$ cat src/rtl/core/priority_scheduler_with_aging_macros.svh
// ----------------------------------------------------------------------------
// Priority scheduler assertion macros
// Shared concurrent assertion shorthands, all clocked on clk and muted in rst.
// ----------------------------------------------------------------------------
`ifndef PRIORITY_SCHEDULER_WITH_AGING_MACROS_SVH
`define PRIORITY_SCHEDULER_WITH_AGING_MACROS_SVH

// same-cycle implication
`define PSA_ASSERT_NOW(label, ante, cons, msg) \
  label: assert property (@(posedge clk) disable iff (rst) (ante) |-> (cons)) \
    else $error(msg);

// next-cycle implication
`define PSA_ASSERT_NEXT(label, ante, cons, msg) \
  label: assert property (@(posedge clk) disable iff (rst) (ante) |=> (cons)) \
    else $error(msg);

`endif

$ cat src/rtl/core/psa_pkg.sv
// ----------------------------------------------------------------------------
// psa_pkg
// Sizes, structs and codes shared by the scheduler cells and the top level.
// ----------------------------------------------------------------------------
package psa_pkg;

  localparam int NUM_SLOTS = 16;
  localparam int SLOT_BITS = 4;
  localparam int PRIO_BITS = 8;
  localparam int AGE_BITS  = 8;
  localparam int REM_BITS  = 16;
  localparam int CNT_BITS  = (NUM_SLOTS > 1) ? $clog2(NUM_SLOTS) : 1;

  // command codes
  localparam logic CMD_TICK = 1'b0;
  localparam logic CMD_ADD  = 1'b1;

  // register indexes
  localparam logic REG_AGING_LIMIT  = 1'b0;
  localparam logic REG_PREEMPT_MODE = 1'b1;

  // configuration held by the register block
  typedef struct packed {
    logic [AGE_BITS-1:0] aging_limit;
    logic                preempt_mode;
  } cfg_t;

  // candidate handed down the cell chain during a search
  typedef struct packed {
    logic                 vld;
    logic [PRIO_BITS-1:0] prio;
    logic [SLOT_BITS-1:0] slot;
  } cand_t;

  // broadcast control from the sequencer to every cell
  typedef struct packed {
    logic                 load;
    logic [SLOT_BITS-1:0] load_slot;
    logic [PRIO_BITS-1:0] load_prio;
    logic [REM_BITS-1:0]  load_burst;
    logic                 run;
    logic [SLOT_BITS-1:0] run_slot;
    logic                 age_en;
    logic [AGE_BITS-1:0]  aging_limit;
  } cell_ctl_t;

endpackage

$ cat src/rtl/core/psa_regs.sv
// ----------------------------------------------------------------------------
// psa_regs
// APB register block: aging limit and preemption mode.
// ----------------------------------------------------------------------------
module psa_regs (
  input  logic                clk,
  input  logic                rst,
  input  logic                psel,
  input  logic                penable,
  input  logic                pwrite,
  input  logic [2:0]          paddr,
  input  logic [31:0]         pwdata,
  output logic [31:0]         prdata,
  output logic                pready,
  output psa_pkg::cfg_t       cfg
);

  logic wr_en;
  logic reg_idx;

  assign pready  = 1'b1;
  assign wr_en   = psel & penable & pwrite;
  assign reg_idx = paddr[2];

  // register writes
  always_ff @(posedge clk) begin
    if (rst) begin
      cfg.aging_limit  <= psa_pkg::AGE_BITS'(5);
      cfg.preempt_mode <= 1'b1;
    end else if (wr_en) begin
      unique case (reg_idx)
        psa_pkg::REG_AGING_LIMIT:  cfg.aging_limit  <= pwdata[psa_pkg::AGE_BITS-1:0];
        psa_pkg::REG_PREEMPT_MODE: cfg.preempt_mode <= pwdata[0];
        default: ;
      endcase
    end
  end

  // read mux
  always_comb begin
    unique case (reg_idx)
      psa_pkg::REG_AGING_LIMIT:  prdata = {{(32-psa_pkg::AGE_BITS){1'b0}}, cfg.aging_limit};
      psa_pkg::REG_PREEMPT_MODE: prdata = {31'b0, cfg.preempt_mode};
      default:                   prdata = 32'b0;
    endcase
  end

endmodule

$ cat src/rtl/core/psa_cell.sv
// ----------------------------------------------------------------------------
// psa_cell
// One task slot: holds live, priority, age and remaining burst, and passes
// the best candidate seen so far to its neighbor every cycle.
// ----------------------------------------------------------------------------
`include "priority_scheduler_with_aging_macros.svh"

module psa_cell (
  input  logic                             clk,
  input  logic                             rst,
  input  logic [psa_pkg::SLOT_BITS-1:0]    my_idx,
  input  psa_pkg::cell_ctl_t               ctl,
  input  psa_pkg::cand_t                   best_in,
  output psa_pkg::cand_t                   best_out,
  output logic                             live,
  output logic                             last
);

  logic [psa_pkg::PRIO_BITS-1:0] prio;
  logic [psa_pkg::AGE_BITS-1:0]  age;
  logic [psa_pkg::REM_BITS-1:0]  remaining;
  logic [psa_pkg::AGE_BITS-1:0]  age_inc;
  logic                          take_own;
  logic                          is_run;

  assign last     = (remaining == psa_pkg::REM_BITS'(1));
  assign age_inc  = age + psa_pkg::AGE_BITS'(1);
  assign is_run   = ctl.run && (ctl.run_slot == my_idx);
  // strict less-than keeps the lower slot on a tie
  assign take_own = live && (!best_in.vld || (prio < best_in.prio));

  // candidate stage
  always_ff @(posedge clk) begin
    if (rst) begin
      best_out.vld <= 1'b0;
    end else begin
      best_out.vld <= best_in.vld | take_own;
    end
    best_out.prio <= take_own ? prio : best_in.prio;
    best_out.slot <= take_own ? my_idx : best_in.slot;
  end

  // live flag
  always_ff @(posedge clk) begin
    if (rst) begin
      live <= 1'b0;
    end else if (ctl.load && (ctl.load_slot == my_idx)) begin
      live <= (ctl.load_burst != '0);
    end else if (is_run && last) begin
      live <= 1'b0;
    end
  end

  // slot payload: load, run, aging
  always_ff @(posedge clk) begin
    if (ctl.load && (ctl.load_slot == my_idx)) begin
      prio      <= ctl.load_prio;
      age       <= '0;
      remaining <= ctl.load_burst;
    end else begin
      if (is_run) begin
        remaining <= remaining - psa_pkg::REM_BITS'(1);
      end
      if (ctl.age_en && live && !is_run) begin
        if (age_inc >= ctl.aging_limit) begin
          age <= '0;
          if (prio != '0) begin
            prio <= prio - psa_pkg::PRIO_BITS'(1);
          end
        end else begin
          age <= age_inc;
        end
      end
    end
  end

  `PSA_ASSERT_NOW(a_live_has_work, live, remaining != '0, "live slot with no remaining burst")
  `PSA_ASSERT_NEXT(a_out_vld_sticky, best_in.vld, best_out.vld, "candidate lost in chain")
  `PSA_ASSERT_NEXT(a_run_last_clears, is_run && last && !ctl.load, !live,
                   "finished slot still live")

endmodule

$ cat src/rtl/core/priority_scheduler_with_aging.sv
// ----------------------------------------------------------------------------
// priority_scheduler_with_aging
// Sixteen-slot priority scheduler with aging, driven by add and tick words.
// ----------------------------------------------------------------------------
// An add word (cmd 1) loads a slot in the cycle it is taken and busy stays
// low. A tick word (cmd 0) raises busy while the minimum-priority search
// walks the row of slot cells one cell per cycle and then the apply state
// applies the run, aging and completion. The result word is shown on
// run_slot/idle/finished/switched for exactly one cycle with done high, in
// the first cycle with busy low; the receiver cannot stall it, and the next
// word may be started in that same cycle. Registers: aging_limit at byte 0,
// preempt_mode at byte 4.
`include "priority_scheduler_with_aging_macros.svh"

module priority_scheduler_with_aging (
  input  logic                           clk,
  input  logic                           rst,
  input  logic                           psel,
  input  logic                           penable,
  input  logic                           pwrite,
  input  logic [2:0]                     paddr,
  input  logic [31:0]                    pwdata,
  output logic [31:0]                    prdata,
  output logic                           pready,
  input  logic                           start,
  output logic                           busy,
  input  logic                           cmd,
  input  logic [3:0]                     slot,
  input  logic [7:0]                     prio_value,
  input  logic [15:0]                    burst,
  output logic                           done,
  output logic [3:0]                     run_slot,
  output logic                           idle,
  output logic                           finished,
  output logic                           switched
);

  localparam logic [1:0] ST_IDLE   = 2'd0;
  localparam logic [1:0] ST_SEARCH = 2'd1;
  localparam logic [1:0] ST_APPLY  = 2'd2;

  psa_pkg::cfg_t                   cfg;
  psa_pkg::cell_ctl_t              ctl;
  psa_pkg::cand_t                  chain [psa_pkg::NUM_SLOTS+1];
  psa_pkg::cand_t                  best;
  logic [psa_pkg::NUM_SLOTS-1:0]   live_vec;
  logic [psa_pkg::NUM_SLOTS-1:0]   last_vec;

  logic [1:0]                      state;
  logic [1:0]                      state_next;
  logic [psa_pkg::CNT_BITS-1:0]    cnt;
  logic [psa_pkg::SLOT_BITS-1:0]   cur_slot;
  logic                            cur_valid;

  logic                            accept;
  logic                            is_add;
  logic                            keep;
  logic                            any;
  logic [psa_pkg::SLOT_BITS-1:0]   sel;
  logic                            fin;
  logic                            applying;

  // configuration registers
  psa_regs u_regs (
    .clk     (clk),
    .rst     (rst),
    .psel    (psel),
    .penable (penable),
    .pwrite  (pwrite),
    .paddr   (paddr),
    .pwdata  (pwdata),
    .prdata  (prdata),
    .pready  (pready),
    .cfg     (cfg)
  );

  // row of slot cells
  assign chain[0] = '0;
  for (genvar i = 0; i < psa_pkg::NUM_SLOTS; i++) begin : g_cell
    psa_cell u_cell (
      .clk      (clk),
      .rst      (rst),
      .my_idx   (psa_pkg::SLOT_BITS'(i)),
      .ctl      (ctl),
      .best_in  (chain[i]),
      .best_out (chain[i+1]),
      .live     (live_vec[i]),
      .last     (last_vec[i])
    );
  end
  assign best = chain[psa_pkg::NUM_SLOTS];

  // handshake
  assign busy     = (state != ST_IDLE);
  assign accept   = start && !busy;
  assign is_add   = accept && (cmd == psa_pkg::CMD_ADD);
  assign applying = (state == ST_APPLY);

  // dispatch decision
  assign keep = !cfg.preempt_mode && cur_valid && live_vec[cur_slot];
  assign any  = keep || best.vld;
  assign sel  = keep ? cur_slot : best.slot;
  assign fin  = any && last_vec[sel];

  // broadcast to cells
  always_comb begin
    ctl.load        = is_add;
    ctl.load_slot   = slot;
    ctl.load_prio   = prio_value[psa_pkg::PRIO_BITS-1:0];
    ctl.load_burst  = burst;
    ctl.run         = applying && any;
    ctl.run_slot    = sel;
    ctl.age_en      = applying && any && (cfg.preempt_mode || fin);
    ctl.aging_limit = cfg.aging_limit;
  end

  // sequencer
  always_comb begin
    state_next = state;
    unique case (state)
      ST_IDLE: begin
        if (accept && (cmd == psa_pkg::CMD_TICK)) state_next = ST_SEARCH;
      end
      ST_SEARCH: begin
        if (cnt == psa_pkg::CNT_BITS'(psa_pkg::NUM_SLOTS - 1)) state_next = ST_APPLY;
      end
      ST_APPLY: state_next = ST_IDLE;
      default:  state_next = ST_IDLE;
    endcase
  end

  always_ff @(posedge clk) begin
    if (rst) begin
      state <= ST_IDLE;
      cnt   <= '0;
    end else begin
      state <= state_next;
      if (state == ST_SEARCH) begin
        cnt <= cnt + psa_pkg::CNT_BITS'(1);
      end else begin
        cnt <= '0;
      end
    end
  end

  // running task
  always_ff @(posedge clk) begin
    if (rst) begin
      cur_slot  <= '0;
      cur_valid <= 1'b0;
    end else if (is_add) begin
      if ((burst == '0) && (cur_slot == slot)) cur_valid <= 1'b0;
    end else if (applying && any) begin
      cur_slot  <= sel;
      cur_valid <= !fin;
    end
  end

  // result word
  always_ff @(posedge clk) begin
    if (rst) begin
      done <= 1'b0;
    end else begin
      done <= applying;
    end
    if (applying) begin
      run_slot <= any ? sel : '0;
      idle     <= !any;
      finished <= fin;
      switched <= any && !(cur_valid && (cur_slot == sel));
    end
  end

  `PSA_ASSERT_NOW(a_done_not_busy, done, !busy, "result shown while busy")
  `PSA_ASSERT_NOW(a_idle_word, done && idle, !finished && !switched && (run_slot == '0),
                  "idle tick with activity")
  `PSA_ASSERT_NOW(a_finish_drops_cur, done && finished, !cur_valid,
                  "finished task still current")
  `PSA_ASSERT_NEXT(a_tick_goes_busy, accept && (cmd == psa_pkg::CMD_TICK), busy,
                   "tick word did not start a search")

endmodule
$ cat config.mk
export PLATFORM = sky130hd
export DESIGN_NAME = priority_scheduler_with_aging
export DESIGN_NICKNAME = d
export VERILOG_FILES = /design/src/rtl/core/psa_pkg.sv /design/src/rtl/core/psa_regs.sv /design/src/rtl/core/psa_cell.sv /design/src/rtl/core/priority_scheduler_with_aging.sv
export VERILOG_INCLUDE_DIRS = /design/src /design/src/rtl/core
export SDC_FILE = /design/constraint.sdc
export NUM_CORES = 2
export LEC_CHECK = 0
export BUFFER_PORTS_ARGS = -buffer_cell sky130_fd_sc_hd__clkbuf_2
export CAP_MARGIN = 25
export CORE_MARGIN = 5
export CORE_UTILIZATION = 55
export DETAILED_ROUTE_END_ITERATION = 10
export PLACE_DENSITY = 0.72
export SETUP_SLACK_MARGIN = 0.2
export SLEW_MARGIN = 40
export SYNTH_ARGS = -nofsm -noshare
export SYNTH_HDL_FRONTEND = slang
export SYNTH_SLANG_ARGS = --single-unit
$ cat constraint.sdc
create_clock -name clk -period 9.6 [get_ports clk]
set_input_delay 0.96 -clock clk [delete_from_list [all_inputs] [get_ports clk]]
set_output_delay 0.96 -clock clk [all_outputs]
set_load 0.005 [all_outputs]
# After elaboration in Yosys (flattened, before gate mapping)
# Cells that the tools add are included.
[totals] reg_bits=741 out_inout_bits=42
[classes] addsub=49 n_lt_le_gt_ge=33 eq_ne=54 muxes=170 n_bitwise=21 n_reduce_logical=284
[ops] cell="$mux W8" n=94
[ops] cell="$mux W16" n=32
[ops] cell="$eq A16 B1 Y1 const B" n=16
[ops] cell="$sub A16 B1 Y16 const B" n=16
[ops] cell="$reduce_bool A2 Y1" n=82
[ops] cell="$add A8 B1 Y8 const B" n=16
[ops] cell="$ge A8 B8 Y1" n=16
[ops] cell="$reduce_bool A8 Y1" n=16
[ops] cell="$sub A8 B1 Y8 const B" n=16
[ops] cell="$lt A8 B8 Y1" n=15
[ops] cell="$logic_and A1 B1 Y1" n=106
[ops] cell="$eq A4 B4 Y1 const B" n=17
[ops] cell="$pmux W32 S2" n=1
[ops] cell="$reduce_and A3 Y1" n=16
[ops] cell="$mux W1" n=37
[ops] cell="$logic_not A1 Y1" n=36
[ops] cell="$eq A4 B3 Y1 const B" n=8
[ops] cell="$logic_or A1 B1 Y1" n=17
[ops] cell="$eq A4 B2 Y1 const B" n=4
[ops] cell="$logic_not A16 Y1" n=1
[ops] cell="$reduce_bool A16 Y1" n=1
[ops] cell="$or A1 B1 Y1" n=15
[ops] cell="$lt A4 B5 Y1 const B" n=2
[ops] cell="$reduce_and A2 Y1" n=5
[ops] cell="other kinds (16)" n=26

# Longest topological paths before layout
[depth] depth_word=13 depth_mapped=15 depth_no_buf=12

# Cells and area by module
# From an unflattened synthesis, not the netlist that was laid out.
[hier_totals] cells_unflattened=5741 area_unflattened_um2=50408.3
[modules_own_cells] mod="psa_cell at g_cell[0].u_cell ..." instances=12 cells_per_inst=344 area_per_inst_um2=3021.6
[modules_own_cells] mod="psa_cell at g_cell[7].u_cell ..." instances=2 cells_per_inst=344 area_per_inst_um2=2975.4
[modules_own_cells] mod="psa_cell at g_cell[13].u_cell" instances=1 cells_per_inst=340 area_per_inst_um2=3047.9
[modules_own_cells] mod="psa_cell at g_cell[9].u_cell" instances=1 cells_per_inst=349 area_per_inst_um2=3031.7
[modules_own_cells] mod="priority_scheduler_with_aging" instances=1 cells_per_inst=161 area_per_inst_um2=1442.6
[modules_own_cells] mod="psa_regs" instances=1 cells_per_inst=75 area_per_inst_um2=675.6

# Worst setup path after synthesis
# No wires, ideal clock.
[synth_path] path_type="flip-flop to flip-flop" startpoint="register g_cell[5].u_cell.remaining[8] in the netlist's numbering" endpoint="register g_cell[10].u_cell.prio[0] in the netlist's numbering, enable pin" setup_ps=398 arrival_ps=4431 required_time_ps=9202 slack_ps=4771 path_stages_with_launch=12 path_buffers=2 period_less_slack_ps=4829 path_cell_list="edfxtp_1 or3_4 or3_1 or4b_1 or4_1 o2111ai_1 o22ai_1 or4_4 a21o_1 buf_2 buf_2 o41ai_1"
[synth_between] elab_chain_len=10
[synth_rtl] item="from (decl)" line="psa_cell.sv:21" text="logic [psa_pkg::REM_BITS-1:0] remaining;"
[synth_rtl] item="from (signal assigned)" line="psa_cell.sv:59" text="remaining <= ctl.load_burst;"
[synth_rtl] item="from (signal assigned)" line="psa_cell.sv:62" text="remaining <= remaining - psa_pkg::REM_BITS'(1);"
[synth_rtl] item="$eq A16 B1 Y1" line="psa_cell.sv:26" text="assign last = (remaining == psa_pkg::REM_BITS'(1));"
[synth_rtl] item="$bmux W1 S4" line="priority_scheduler_with_aging.sv:103" text="assign fin = any && last_vec[sel];"
[synth_rtl] item="$mux W1 (not written as such)" line="priority_scheduler_with_aging.sv:103"
[synth_rtl] item="$logic_and A1 B1 Y1" line="priority_scheduler_with_aging.sv:103"
[synth_rtl] item="$logic_or A1 B1 Y1" line="priority_scheduler_with_aging.sv:113" text="ctl.age_en = applying && any && (cfg.preempt_mode || fin);"
[synth_rtl] item="$logic_and A1 B1 Y1" line="priority_scheduler_with_aging.sv:113"
[synth_rtl] item="$logic_and A1 B1 Y1 (2 in series)" line="psa_cell.sv:64" text="if (ctl.age_en && live && !is_run) begin"
[synth_rtl] item="$reduce_bool A2 Y1 (no source line)"
[synth_rtl] item="$reduce_and A3 Y1 (no source line)"
[synth_rtl] item="to (signal assigned)" line="psa_cell.sv:57" text="prio <= ctl.load_prio;"
[synth_rtl] item="to (signal assigned)" line="psa_cell.sv:68" text="prio <= prio - psa_pkg::PRIO_BITS'(1);"
[synth_rtl] item="to (decl)" line="psa_cell.sv:19" text="logic [psa_pkg::PRIO_BITS-1:0] prio;"
# No other way between the ends. The select of a mux whose other input is x is not followed.
# A chain may end at the register's enable or synchronous reset.

# Final worst setup path
[layout_path] startpoint="register cur_slot[0] in the netlist's numbering" endpoint="register g_cell[10].u_cell.prio[1] in the netlist's numbering, enable pin"
[layout_between] elab_chain_len=13 word_cells_on_any_way=18 classes_between="1 x eq/ne; 5 x mux; 12 x reduce/logical"
[layout_rtl] item="from (decl)" line="priority_scheduler_with_aging.sv:52" text="logic [psa_pkg::SLOT_BITS-1:0] cur_slot;"
[layout_rtl] item="from (signal assigned)" line="priority_scheduler_with_aging.sv:154" text="cur_slot <= sel;"
[layout_rtl] item="$bmux W1 S4" line="priority_scheduler_with_aging.sv:100" text="assign keep = !cfg.preempt_mode && cur_valid && live_vec[cur_slot];"
[layout_rtl] item="$mux W1 (not written as such)" line="priority_scheduler_with_aging.sv:100"
[layout_rtl] item="$logic_and A1 B1 Y1" line="priority_scheduler_with_aging.sv:100"
[layout_rtl] item="$mux W4" line="priority_scheduler_with_aging.sv:102" text="assign sel = keep ? cur_slot : best.slot;"
[layout_rtl] item="$bmux W1 S4" line="priority_scheduler_with_aging.sv:103"
[layout_rtl] item="$mux W1 (not written as such)" line="priority_scheduler_with_aging.sv:103"
[layout_rtl] item="$logic_and A1 B1 Y1" line="priority_scheduler_with_aging.sv:103"
[layout_rtl] item="$logic_or A1 B1 Y1" line="priority_scheduler_with_aging.sv:113"
[layout_rtl] item="$logic_and A1 B1 Y1" line="priority_scheduler_with_aging.sv:113"
[layout_rtl] item="$logic_and A1 B1 Y1" line="psa_cell.sv:64"
[layout_rtl] item="$logic_and A1 B1 Y1 (*)" line="psa_cell.sv:64"
[layout_rtl] item="$reduce_bool A2 Y1 (no source line) (*)"
[layout_rtl] item="$reduce_and A3 Y1 (no source line) (*)"
# Mark *: on every way between the ends. The rest lies on a longest branch, timed or not. The select of a mux whose other input is x is not followed.

==> results by group <==
Worst setup path
  – Number of cells on the critical path: 10
  – Cell family with most CP delay: compound AO/OA/AOI/OAI gates
  – Crit-path max cell delay: 0.88 ns
  – WP buf/inv: 2
  – Crit-path most repeated cell: buf_4
  – Data arrival, critical path: 6.14 ns
  – Worst-path fanout max: 58
  – Setup crit start kind: flip-flop
  – Slowest-stage cell, CP: o41ai_1
  – Setup Crit Path Kind: flip-flop to flip-flop
  – Worst path cell trace: mux4_2, o2111ai_2, nand2_1, mux2_2, o211a_1, or4_4, a21o_4, buf_4, o41ai_1, buf_4
  – Worst Path Required: 9.95 ns
  – CP endpoint kind: flip-flop
  – Reg2Reg Depth: 10

Pwr
  – PD cells: 158 nW/um2
  – VDD IR max: 181 uV
  – Leak pwr: 17.7 nW

Final layout
  – Fin nets: 4981
  – Most frequent cells in the layout: 571 x nand2_1, 391 x edfxtp_1, 349 x dfxtp_1, 348 x o21ai_0, 344 x nor2_1
  – Post-layout util: 0.608
  – Area grow syn2layout: 9.61%
  – Filler cells: 6516
  – FF+latch area: 18700 um2
  – Commonest non-fill, non-tap cell in the layout: nand2_1
  – Layout cells sized above 1: 0.0897
  – Multi-input gate area: 22700 um2

Outcome
  – Status: finished clean

Placement
  – Routability cong.: 0.912
  – Pre-CTS WS: 4.01 ns
  – Post-DP HPWL: 74900 um
  – IO buf count: 60

Clock tree
  – H-tree Lvls: 3
  – CTS tree: yes
  – Clock root buffer: clkbuf_16
  – Clock Latency Late Sink: 0.64 ns
  – Post-CTS Setup Bufs: 0
  – CTS buffer count: 83
  – Resized cells post-CTS: 0
  – CTS Buffer Depth: 3
  – Clock slew at reported path FFs: 0.07 ns
  – Cts hold-fix bufs: 0
  – CTS Sinks: 741

Die
  – Core ar.: 77500 um2
  – Starting Density: 0.555
  – Top Ports: 112
  – Die Span Y: 290 um
  – # rows: 102
  – Die area: 83800 um2
  – Die W: 290 um

GRT
  – Grt ovf: 0
  – Total global-route track usage: 0.262
  – First-pass GRT wire length: 175000 um
  – Largest net degree at the start of global routing: 65
  – Antenna violations before repair: 3
  – Number of global-route vias before repair: 31900

Synth
  – Synth Flop Type: edfxtp_1
  – Register area share after synthesis: 0.436
  – Ys async rst share: 0
  – Post-Syn Area: 43000 um2
  – Seq cells post-synth: 741
  – Mean Syn Cell Area: 9.30 um2
  – Synthesized instance count: 4621
  – EDFF count, synth: 391
  – Yosys warnings: 0
  – Count of cell types in the netlist: 75

Timing
  – Clock skew: 0.0327 ns
  – Final Cycle Share: 0.603
  – Min Tclk post-route: 5.79 ns
  – Slew HR: 0.420
  – Worst hold margin: 0.407 ns
  – Slew @ Worst Pin: 0.864 ns
  – Unrepaired setup endpoints after global routing: no
  – Setup TNS: 0 ns
  – PnR worst setup slack: 3.81 ns
  – Final setup viols: 0
  – Pins Over Slew Limit: 0
  – Final hold vios: 0
  – Max frequency: 173 MHz

Detailed routing
  – Final wirelength: 112000 um
  – DR WL/cell: 19.6 um
  – Post-route DRC: 0
  – Initial DRC Count: 3016
  – Vias per inst: 5.87
  – Number of routed nets with antenna violations: 0
  – DR vias: 33600
  – Drt first pass iters: 6

Min path
  – Hold depth: 1
  – Hold WC Path Type: flip-flop to flip-flop

Flow run
  – # Max-Cap Violations: 0
final cells by class:
cell class,instances,share of cell area
Inverter,224,0.0178
Antenna cell,3,0.000159
Timing Repair Buffer,119,0.0174
Clock buffer,114,0.0497
Clock inverter,39,0.00701
Tap cell,1040,0.0276
Multi-Input combinational cell,3444,0.482
Sequential cell,741,0.398
synth_stat cells (16+ instances only):
library cell / number / area share
nand2_1: 575 / 0.050
nor4b_1: 27 / 0.0055
and3_1: 21 / 0.0031
inv_1: 224 / 0.020
nor3_1: 153 / 0.018
nand2b_1: 66 / 0.0096
nor2b_1: 24 / 0.0035
o22ai_1: 17 / 0.0025
a211oi_1: 23 / 0.0040
nand3_1: 111 / 0.013
xor2_1: 147 / 0.030
mux2_2: 102 / 0.027
ha_1: 298 / 0.087
nor2_1: 356 / 0.031
a21oi_1: 227 / 0.026
mux2i_1: 39 / 0.0091
nand4b_1: 25 / 0.0051
o31ai_1: 28 / 0.0049
and2_1: 34 / 0.0049
edfxtp_1: 391 / 0.27
clkbuf_1: 178 / 0.016
a31o_2: 16 / 0.0033
buf_4: 25 / 0.0044
xnor2_1: 250 / 0.051
o211ai_1: 27 / 0.0047
nand4_1: 50 / 0.0073
o21ai_0: 357 / 0.042
dfxtp_1: 350 / 0.16
a21o_1: 168 / 0.029
a31oi_1: 23 / 0.0033
nor4_1: 70 / 0.010
or3_1: 42 / 0.0061
worst register-to-register path: stages (launching register included):
cell and delay [ns]:
dfxtp_1 0.76, mux4_2 0.62, o2111ai_2 0.55, nand2_1 0.42, mux2_2 0.38, o211a_1 0.12
or4_4 0.57, a21o_4 0.45, buf_4 0.48, o41ai_1 0.89, buf_4 0.27
kinds of logic (layout without fill, tap and decap cells):
| logic type | Yosys count | count (layout) | synth area share |
|---|---|---|---|
| compound gates | 982 | 982 | 0.140 |
| xor+xnor | 397 | 397 | 0.0809 |
| fa+ha+maj | 298 | 298 | 0.0867 |
| buf+inv | 459 | 496 | 0.0430 |
| flops | 741 | 741 | 0.436 |
| mux | 143 | 143 | 0.0368 |
| other cells | 2 | 28 | 0.000175 |
| simple gates | 1599 | 1599 | 0.176 |
layer usage:
layer  GRT usage  vias up  part of all wire
met4      0.0696        2             0.026
met3      0.0428      186             0.075
met1       0.359    16000              0.43
li1            -    16400                 -
met2       0.437     1069              0.47
met5           0        -           0.00012
final timing paths:
kind,start,endpoint,slack [ns]
min,g_cell[4].u_cell.best_out[2],g_cell[5].u_cell.best_out[2],0.41
max reg2reg,cur_slot[0],g_cell[10].u_cell.prio[1],3.81
max,cur_slot[0],g_cell[10].u_cell.prio[1],3.81
min reg2reg,g_cell[4].u_cell.best_out[2],g_cell[5].u_cell.best_out[2],0.41
power by group:
part | switching, W | leakage [nW] | internal, W
Clock | 0.00131 | 1.30 | 0.00184
Combinational | 0.000421 | 10.0 | 0.000324
Sequential | 0.000107 | 6.38 | 0.00342
Total | 0.00183 | 17.7 | 0.00559
flip-flops by register name, indices dropped and copies added (netlist names):
signal                   cells
run_slot                     4
switched                     1
u_regs.cfg                   9
done                         1
cur_valid                    1
g_cell.u_cell.age          128
state                        2
g_cell.u_cell.live          16
idle                         1
finished                     1
g_cell.u_cell.prio         128
cur_slot                     4
g_cell.u_cell.best_out     185
cnt                          4
g_cell.u_cell.remaining    256
metrics by stage:
stage	std cells	instance area [um2]	total power, W
2_1_floorplan	4644	43100	0.00412
3_3_place_gp	5563	44200	0.00430
3_5_place_dp	5568	44400	0.00433
4_1_cts	5721	47100	0.00747
5_1_grt	5721	47100	0.00770
6_report	5724	47100	0.00742
No activity file was read; power rests on OpenSTA's default activity.
